`src/rtl/core/lpa_pkg.sv`:
```
// Shared types, codes and sizes of the linked pool allocator.
package lpa_pkg;

  localparam int POOL_ENTRIES = 32;
  localparam int MAX_RESULTS  = 32;
  localparam int LIST_LIMIT   = (MAX_RESULTS < POOL_ENTRIES) ? MAX_RESULTS : POOL_ENTRIES;

  localparam int INDEX_W = 5;
  localparam int VALUE_W = 32;
  localparam int ADDR_W  = $clog2(POOL_ENTRIES);
  localparam int LINK_W  = $clog2(POOL_ENTRIES + 1);
  localparam int CNT_W   = (LIST_LIMIT > 1) ? $clog2(LIST_LIMIT) : 1;

  typedef logic [ADDR_W-1:0] addr_t;
  typedef logic [LINK_W-1:0] link_t;

  // Any link value at or above the pool size means no link.
  localparam link_t LINK_NULL = LINK_W'(POOL_ENTRIES);

  localparam logic [1:0] OP_ALLOC = 2'd0;
  localparam logic [1:0] OP_FREE  = 2'd1;
  localparam logic [1:0] OP_LIST  = 2'd2;

  localparam logic [1:0] STAT_OK         = 2'd0;
  localparam logic [1:0] STAT_POOL_EMPTY = 2'd1;
  localparam logic [1:0] STAT_NOT_ACTIVE = 2'd2;
  localparam logic [1:0] STAT_LIST_EMPTY = 2'd3;

  typedef enum logic [2:0] {
    ST_IDLE,
    ST_ALLOC,
    ST_F_IDX,
    ST_F_WALK,
    ST_F_DONE,
    ST_L_WALK
  } state_t;

  function automatic logic link_valid_f(input link_t l);
    return l < LINK_NULL;
  endfunction

  function automatic link_t reset_link(input addr_t a);
    link_t r;
    if (LINK_W'(a) == LINK_W'(POOL_ENTRIES - 1)) begin
      r = LINK_NULL;
    end else begin
      r = LINK_W'(a) + LINK_W'(1);
    end
    return r;
  endfunction

endpackage

```
`src/rtl/core/linked_pool_allocator_unit.sv`:
```
// Linked pool allocator: free and active lists kept in a link memory and a value memory.
// Allocate: result registered from ST_ALLOC; pool empty, inactive free: in the cycle after accept.
// Free of an active entry: the head finishes in ST_F_IDX; a deeper entry comes later, by its depth,
// through ST_F_WALK and ST_F_DONE, since the predecessor search follows one link memory read per cycle.
// List: beats are registered from ST_L_WALK, one beat per cycle, up to 32 beats.
// busy stays high until the last beat is issued; results cannot be stalled.
// Synchronous reset rebuilds both lists through per-entry link written bits.
module linked_pool_allocator_unit (
  input  logic                       clk,
  input  logic                       rst,
  input  logic                       start,
  output logic                       busy,
  input  logic [1:0]                 opcode,
  input  logic [lpa_pkg::INDEX_W-1:0] entry_index,
  input  logic [lpa_pkg::VALUE_W-1:0] value,
  output logic                       done,
  output logic [1:0]                 status,
  output logic [lpa_pkg::INDEX_W-1:0] entry_index_res,
  output logic [lpa_pkg::VALUE_W-1:0] value_res,
  output logic                       last
);
  import lpa_pkg::*;

  state_t state, state_next;

  link_t active_head, active_head_next;
  link_t free_head, free_head_next;
  logic [POOL_ENTRIES-1:0] active_flag;
  logic [POOL_ENTRIES-1:0] link_written;

  // Item registers.
  addr_t              idx_q;
  logic [VALUE_W-1:0] val_q;
  logic               head_hit;
  addr_t              p, p_next;
  link_t              idx_link;
  logic [CNT_W-1:0]   cnt, cnt_next;

  // Memories.
  link_t              link_mem [POOL_ENTRIES];
  logic [VALUE_W-1:0] value_mem [POOL_ENTRIES];
  link_t              link_raw;
  logic               rd_written;
  addr_t              raddr, raddr_q;
  logic [VALUE_W-1:0] value_rd;
  link_t              link_rd;
  logic               link_we, value_we;
  addr_t              link_waddr;
  link_t              link_wdata;

  // Emitted beat.
  logic               emit;
  logic [1:0]         emit_status;
  addr_t              emit_idx;
  logic [VALUE_W-1:0] emit_value;
  logic               emit_last;
  logic               flag_set, flag_clr;
  addr_t              flag_addr;

  logic  accept;
  logic  idx_in_pool;
  addr_t idx_addr;
  logic  list_end;

  assign accept      = start && !busy;
  assign busy        = (state != ST_IDLE);
  assign idx_in_pool = 32'(entry_index) < 32'(POOL_ENTRIES);
  assign idx_addr    = ADDR_W'(entry_index);
  assign link_rd     = rd_written ? link_raw : reset_link(raddr_q);
  assign list_end    = !link_valid_f(link_rd) || (cnt == CNT_W'(LIST_LIMIT - 1));

  // Next state.
  always_comb begin
    state_next = state;
    case (state)
      ST_IDLE: begin
        if (accept) begin
          case (opcode)
            OP_ALLOC: if (link_valid_f(free_head)) state_next = ST_ALLOC;
            OP_FREE:  if (idx_in_pool && active_flag[idx_addr]) state_next = ST_F_IDX;
            OP_LIST:  if (link_valid_f(active_head)) state_next = ST_L_WALK;
            default:  state_next = ST_IDLE;
          endcase
        end
      end
      ST_ALLOC:  state_next = ST_IDLE;
      ST_F_IDX:  state_next = head_hit ? ST_IDLE : ST_F_WALK;
      ST_F_WALK: begin
        if (!link_valid_f(link_rd) || link_rd == LINK_W'(idx_q)) state_next = ST_F_DONE;
      end
      ST_F_DONE: state_next = ST_IDLE;
      ST_L_WALK: if (list_end) state_next = ST_IDLE;
      default:   state_next = ST_IDLE;
    endcase
  end

  // Memory controls, list heads and result beats.
  always_comb begin
    active_head_next = active_head;
    free_head_next   = free_head;
    p_next           = p;
    cnt_next         = cnt;
    raddr            = p;
    link_we          = 1'b0;
    link_waddr       = p;
    link_wdata       = LINK_NULL;
    value_we         = 1'b0;
    emit             = 1'b0;
    emit_status      = STAT_OK;
    emit_idx         = '0;
    emit_value       = '0;
    emit_last        = 1'b1;
    flag_set         = 1'b0;
    flag_clr         = 1'b0;
    flag_addr        = idx_q;
    case (state)
      ST_IDLE: begin
        case (opcode)
          OP_ALLOC: raddr = ADDR_W'(free_head);
          OP_FREE:  raddr = idx_addr;
          default:  raddr = ADDR_W'(active_head);
        endcase
        p_next   = ADDR_W'(active_head);
        cnt_next = '0;
        if (accept) begin
          case (opcode)
            OP_ALLOC: begin
              if (!link_valid_f(free_head)) begin
                emit        = 1'b1;
                emit_status = STAT_POOL_EMPTY;
              end
            end
            OP_FREE: begin
              if (!(idx_in_pool && active_flag[idx_addr])) begin
                emit        = 1'b1;
                emit_status = STAT_NOT_ACTIVE;
                emit_idx    = idx_addr;
              end
            end
            OP_LIST: begin
              if (!link_valid_f(active_head)) begin
                emit        = 1'b1;
                emit_status = STAT_LIST_EMPTY;
              end
            end
            default: emit = 1'b0;
          endcase
        end
      end
      ST_ALLOC: begin
        link_we          = 1'b1;
        link_waddr       = ADDR_W'(free_head);
        link_wdata       = active_head;
        value_we         = 1'b1;
        active_head_next = free_head;
        free_head_next   = link_rd;
        flag_set         = 1'b1;
        flag_addr        = ADDR_W'(free_head);
        emit             = 1'b1;
        emit_idx         = ADDR_W'(free_head);
      end
      ST_F_IDX: begin
        raddr = ADDR_W'(active_head);
        if (head_hit) begin
          active_head_next = link_rd;
          link_we          = 1'b1;
          link_waddr       = idx_q;
          link_wdata       = free_head;
          free_head_next   = LINK_W'(idx_q);
          flag_clr         = 1'b1;
          emit             = 1'b1;
          emit_idx         = idx_q;
        end
      end
      ST_F_WALK: begin
        // p holds the entry whose link is on the read port now.
        raddr  = ADDR_W'(link_rd);
        p_next = ADDR_W'(link_rd);
        if (link_rd == LINK_W'(idx_q)) begin
          link_we    = 1'b1;
          link_waddr = p;
          link_wdata = idx_link;
        end
      end
      ST_F_DONE: begin
        link_we        = 1'b1;
        link_waddr     = idx_q;
        link_wdata     = free_head;
        free_head_next = LINK_W'(idx_q);
        flag_clr       = 1'b1;
        emit           = 1'b1;
        emit_idx       = idx_q;
      end
      ST_L_WALK: begin
        raddr      = ADDR_W'(link_rd);
        p_next     = ADDR_W'(link_rd);
        cnt_next   = cnt + CNT_W'(1);
        emit       = 1'b1;
        emit_idx   = p;
        emit_value = value_rd;
        emit_last  = list_end;
      end
      default: emit = 1'b0;
    endcase
  end

  // Link memory with a written bit per entry; unwritten entries read their reset link.
  always_ff @(posedge clk) begin
    if (link_we) begin
      link_mem[link_waddr] <= link_wdata;
    end
    link_raw   <= link_mem[raddr];
    rd_written <= link_written[raddr] || (link_we && link_waddr == raddr);
    raddr_q    <= raddr;
  end

  always_ff @(posedge clk) begin
    if (value_we) begin
      value_mem[ADDR_W'(free_head)] <= val_q;
    end
    value_rd <= value_mem[raddr];
  end

  always_ff @(posedge clk) begin
    if (rst) begin
      state        <= ST_IDLE;
      active_head  <= LINK_NULL;
      free_head    <= '0;
      active_flag  <= '0;
      link_written <= '0;
      done         <= 1'b0;
    end else begin
      state       <= state_next;
      active_head <= active_head_next;
      free_head   <= free_head_next;
      done        <= emit;
      if (link_we) begin
        link_written[link_waddr] <= 1'b1;
      end
      if (flag_set) begin
        active_flag[flag_addr] <= 1'b1;
      end
      if (flag_clr) begin
        active_flag[flag_addr] <= 1'b0;
      end
    end
  end

  always_ff @(posedge clk) begin
    p   <= p_next;
    cnt <= cnt_next;
    if (accept) begin
      idx_q    <= idx_addr;
      val_q    <= value;
      head_hit <= (LINK_W'(idx_addr) == active_head);
    end
    if (state == ST_F_IDX) begin
      idx_link <= link_rd;
    end
    status          <= emit_status;
    entry_index_res <= INDEX_W'(emit_idx);
    value_res       <= emit_value;
    last            <= emit_last;
  end

  // A list burst runs without gaps until its last beat.
  a_burst: assert property (@(posedge clk) disable iff (rst) done && !last |=> done)
    else $error("list burst broken before its last beat");

  // The two list heads never name the same entry.
  a_heads: assert property (@(posedge clk) disable iff (rst)
    link_valid_f(active_head) |-> active_head != free_head)
    else $error("free and active heads overlap");

  // An allocate with no free entry reports pool empty on the next cycle.
  a_empty: assert property (@(posedge clk) disable iff (rst)
    accept && opcode == OP_ALLOC && !link_valid_f(free_head)
    |=> done && status == STAT_POOL_EMPTY && last)
    else $error("pool empty not reported");

  // The link memory is only written while an item is in progress.
  a_we: assert property (@(posedge clk) disable iff (rst) link_we |-> busy)
    else $error("link write while idle");

endmodule
```
`config.mk`:
```
export PLATFORM = sky130hd
export DESIGN_NAME = linked_pool_allocator_unit
export DESIGN_NICKNAME = d
export VERILOG_FILES = /design/src/rtl/core/lpa_pkg.sv /design/src/rtl/core/linked_pool_allocator_unit.sv
export SDC_FILE = /design/constraint.sdc
export NUM_CORES = 2
export LEC_CHECK = 0
export ABC_CLOCK_PERIOD_IN_PS = 4980
export BUFFER_PORTS_ARGS = -buffer_cell sky130_fd_sc_hd__buf_2
export CAP_MARGIN = 5
export CORE_ASPECT_RATIO = 0.9
export CORE_MARGIN = 5
export CORE_UTILIZATION = 30
export CTS_BUF_LIST = sky130_fd_sc_hd__clkbuf_8
export DETAILED_ROUTE_END_ITERATION = 16
export GPL_ROUTABILITY_DRIVEN = 0
export PLACE_DENSITY_LB_ADDON = 0.25
export SLEW_MARGIN = 0
export SYNTH_ARGS = -nofsm -noshare
export SYNTH_HDL_FRONTEND = slang
export SYNTH_SLANG_ARGS = --single-unit
```
`constraint.sdc`:
```
create_clock -name clk -period 4.98 [get_ports clk]
set_input_delay 0.996 -clock clk [delete_from_list [all_inputs] [get_ports clk]]
set_output_delay 0.996 -clock clk [all_outputs]
set_load 0.05 [all_outputs]
```
==> flow_summary.ini <==
[run_status]
status = completed

[global_routing]
grt_pass1_wl_um = 233000
antenna_found_initial = 3
gr-total-overflow = 0
grt_pass1_vias = 32400
grt_max_degree = 107
grt_usage_pct = 16.2

[cts]
cts_resized = 0
cts-htree-levels = 4
clk_latency_ns = 0.94
clockBufferDepth = 3
postCtsHoldBufs = 0
post_cts.repair.setup_buffers = 0
clock-sinks = 1434
cts_tree = done
cts-root-buf = clkbuf_8
cts_made_buffers = 235
clk_transition_reported_paths_ns = 0.06

[placement]
dp_hpwl_um = 87000
portBuffers = 83

[drt]
wl_met3_um = 9070
post_drt_via_cell_ratio = 4.95
drtIter0Drc = 3346
route.detailed.drc = 0
first_pass_iters = 8
wirelength_met1_um = 72200
dr.max_layer_used = met4
routed_wl_um = 160000
wl_met2_um = 75800
vias = 32700
routedWlPerCell_um = 24.3
detail-route-antenna-nets = 0

[floorplan]
die_area_um2 = 194000
chipWidth_um = 464
coreArea_um2 = 185000
num_rows = 150
io_pins = 84
initial_core_util_pct = 30.1
die_h_um = 419

[synth]
syn_area_per_cell_um2 = 14.9
yosysWarnings = 0
synthFlopType = edfxtp_1
synthesis.area_um2 = 55700
synth_edf_count = 1270
synthCells = 3747
ys_types = 72
synth_seq_area_share_pct = 74.4
syn_nets = 3793
async_flop_share_pct = 0
ys_seq_elements = 1434

[worst_hold_path]
hold_path.class = input port to flop

[flow_run]
max-cap-violations = 0

[final_layout]
syn2layout_area_growth_pct = 15.9
drive_gt1_share_pct = 18.3
finalNetCount = 4015
n_fill_cell = 17600

[setup_path]
end_kind = flop
worst_ep_arrival_time_ns = 5.07
cp_max_fo = 32
crit_type = flop to flop
crit_path_start_kind = flop
required_ns = 5.79

[sta]
rsz0062_at_grt = false
fmax_mhz = 235
finalMaxSlewViolations = 0
tns_ns = 0
finalSetupViolCount = 0
slew_headroom_pct = 22.7
skew_ns = 0.0623
period_needed_ns = 4.26
tightest_slew_ns = 1.16
hold_viol = 0
fin_crit_sh_pct = 85.6

[pwr]
power_density_nw_per_um2 = 423
finalPower_mw = 27.3
power.leakage_nw = 22.0
ir_drop_uv = 263
## area by class of cell
| cell class | instances | area, um^2 | area share, % |
|---|---|---|---|
| flip-flops and latches | 1434 | 41400 | 64.2 |
| multi-input cells | 2048 | 13400 | 20.7 |
| clock buffers | 270 | 3720 | 5.76 |
| well taps | 2432 | 3040 | 4.71 |
| repair buffers | 216 | 1830 | 2.83 |
| clock inverters | 172 | 1000 | 1.55 |
| inverters | 34 | 146 | 0.227 |
| diodes | 3 | 7.51 | 0.0116 |
## worst max-delay path, stage by stage (launching register included)
cell     delay, ns
dfxtp_1       0.37
ha_1          0.19
and3_1        0.17
ha_1          0.28
nor3_1        0.10
a21oi_2       0.33
nor2_1        0.11
nor4_2        0.53
buf_12        0.19
buf_12        0.24
buf_12        0.29
mux4_2        0.54
a22oi_1       0.22
nand2_1       0.13
or3_1         0.37
## final timing paths
check                  startpoint              end  slack [ns]  cells past startpoint
setup / recovery       raddr_q[0]     value_rd[21]        0.72                     14
hold reg to reg   link_written[4]  link_written[4]        0.47                      2
hold / removal          value[10]        val_q[10]        0.22                      1
setup reg to reg       raddr_q[0]     value_rd[21]        0.72                     14
## layout by cell type (no fill, tap or decap), drive strengths merged, types with 19 or more instances in the layout
| cell type | n |
|---|---|
| edfxtp | 1270 |
| o21ai | 19 |
| mux2i | 31 |
| a21oi | 149 |
| a211oi | 47 |
| buf | 216 |
| nand2 | 696 |
| nand3 | 457 |
| clkbuf | 270 |
| and3 | 41 |
| inv | 140 |
| mux4 | 160 |
| dfxtp | 164 |
| or3 | 41 |
| clkinv | 55 |
| a22oi | 78 |
| nor2 | 160 |
## report_power, final
part	internal, mW	leakage, nW	total (mW)	switching, mW
Combinational	1.12	6.38	3.24	2.11
Clock	5.37	2.80	10.2	4.82
Sequential	13.4	12.8	13.9	0.428
Total	19.9	22.0	27.3	7.36
## flip-flops by register name (all words and copies together), names as in the netlist, 32 cells and up
register / cells
link_written: 32
value_rd: 32
value_mem: 1024
value_res: 32
link_mem: 192
val_q: 32
active_flag: 32
## cell usage after synthesis, drive strengths merged, types with 2 or more instances
master / n / area [um^2]
edfxtp: 1270 / 38100
nand2: 696 / 2620
nand3: 457 / 2290
dfxtp: 164 / 3280
mux4: 160 / 3600
nor2: 160 / 608
a21oi: 149 / 753
clkbuf: 126 / 473
buf: 105 / 598
a22oi: 78 / 599
a211oi: 47 / 353
and3: 41 / 257
or3: 41 / 257
inv: 34 / 128
mux2i: 31 / 314
o21ai: 19 / 95.1
nor3: 18 / 115
o22ai: 18 / 113
xnor2: 15 / 131
and2: 12 / 75.1
a222oi: 9 / 90.1
nor2b: 8 / 50.1
nand2b: 7 / 43.8
nand3b: 7 / 52.6
or2: 7 / 43.8
a221oi: 5 / 67.6
a31oi: 5 / 31.3
nor3b: 5 / 42.5
xor2: 5 / 43.8
a22o: 4 / 35.0
ha: 4 / 50.1
a21o: 3 / 22.5
a221o: 3 / 30.0
and2b: 3 / 22.5
or4: 3 / 22.5
a211o: 2 / 17.5
a21boi: 2 / 15.0
and4: 2 / 17.5
nand4: 2 / 12.5
nor4: 2 / 27.5
o211ai: 2 / 15.0
o21bai: 2 / 15.0
or2b: 2 / 15.0
## cell families (layout without fill, tap and decap cells)
kind of cell | Yosys count | count (layout) | share of synthesized area (%)
multiplexers | 192 | 192 | 7.06
XOR/XNOR | 20 | 20 | 0.315
adder cells (fa/ha/maj) | 4 | 4 | 0.0899
buffers and inverters | 265 | 692 | 2.15
flip-flops | 1434 | 1434 | 74.4
AND/OR/NAND/NOR | 1476 | 1476 | 11.8
other | 0 | 3 | 0
AO/OA/AOI/OAI | 356 | 356 | 4.17
## metal layers
metal,track usage (%),up-vias
met5,0,-
met4,4.21,0
met3,3.01,210
met2,26.0,977
met1,22.7,16900
li1,-,14700
## through the flow
step / setup WS (ns) / utilization (%) / instance area, um^2 / instances / hold slack [ns]
floorplan: 1.49 / - / 55700 / 3747 / 0.429
global placement: 0.616 / 32.3 / 59800 / 6164 / 0.446
detailed placement: 0.609 / 32.3 / 59800 / 6164 / 0.457
CTS: 0.666 / 34.8 / 64500 / 6606 / 0.115
global route: 0.338 / 34.8 / 64500 / 6608 / 0.139
finish: 0.719 / 34.8 / 64500 / 6609 / 0.223
Power figures use the tool's default switching activity.
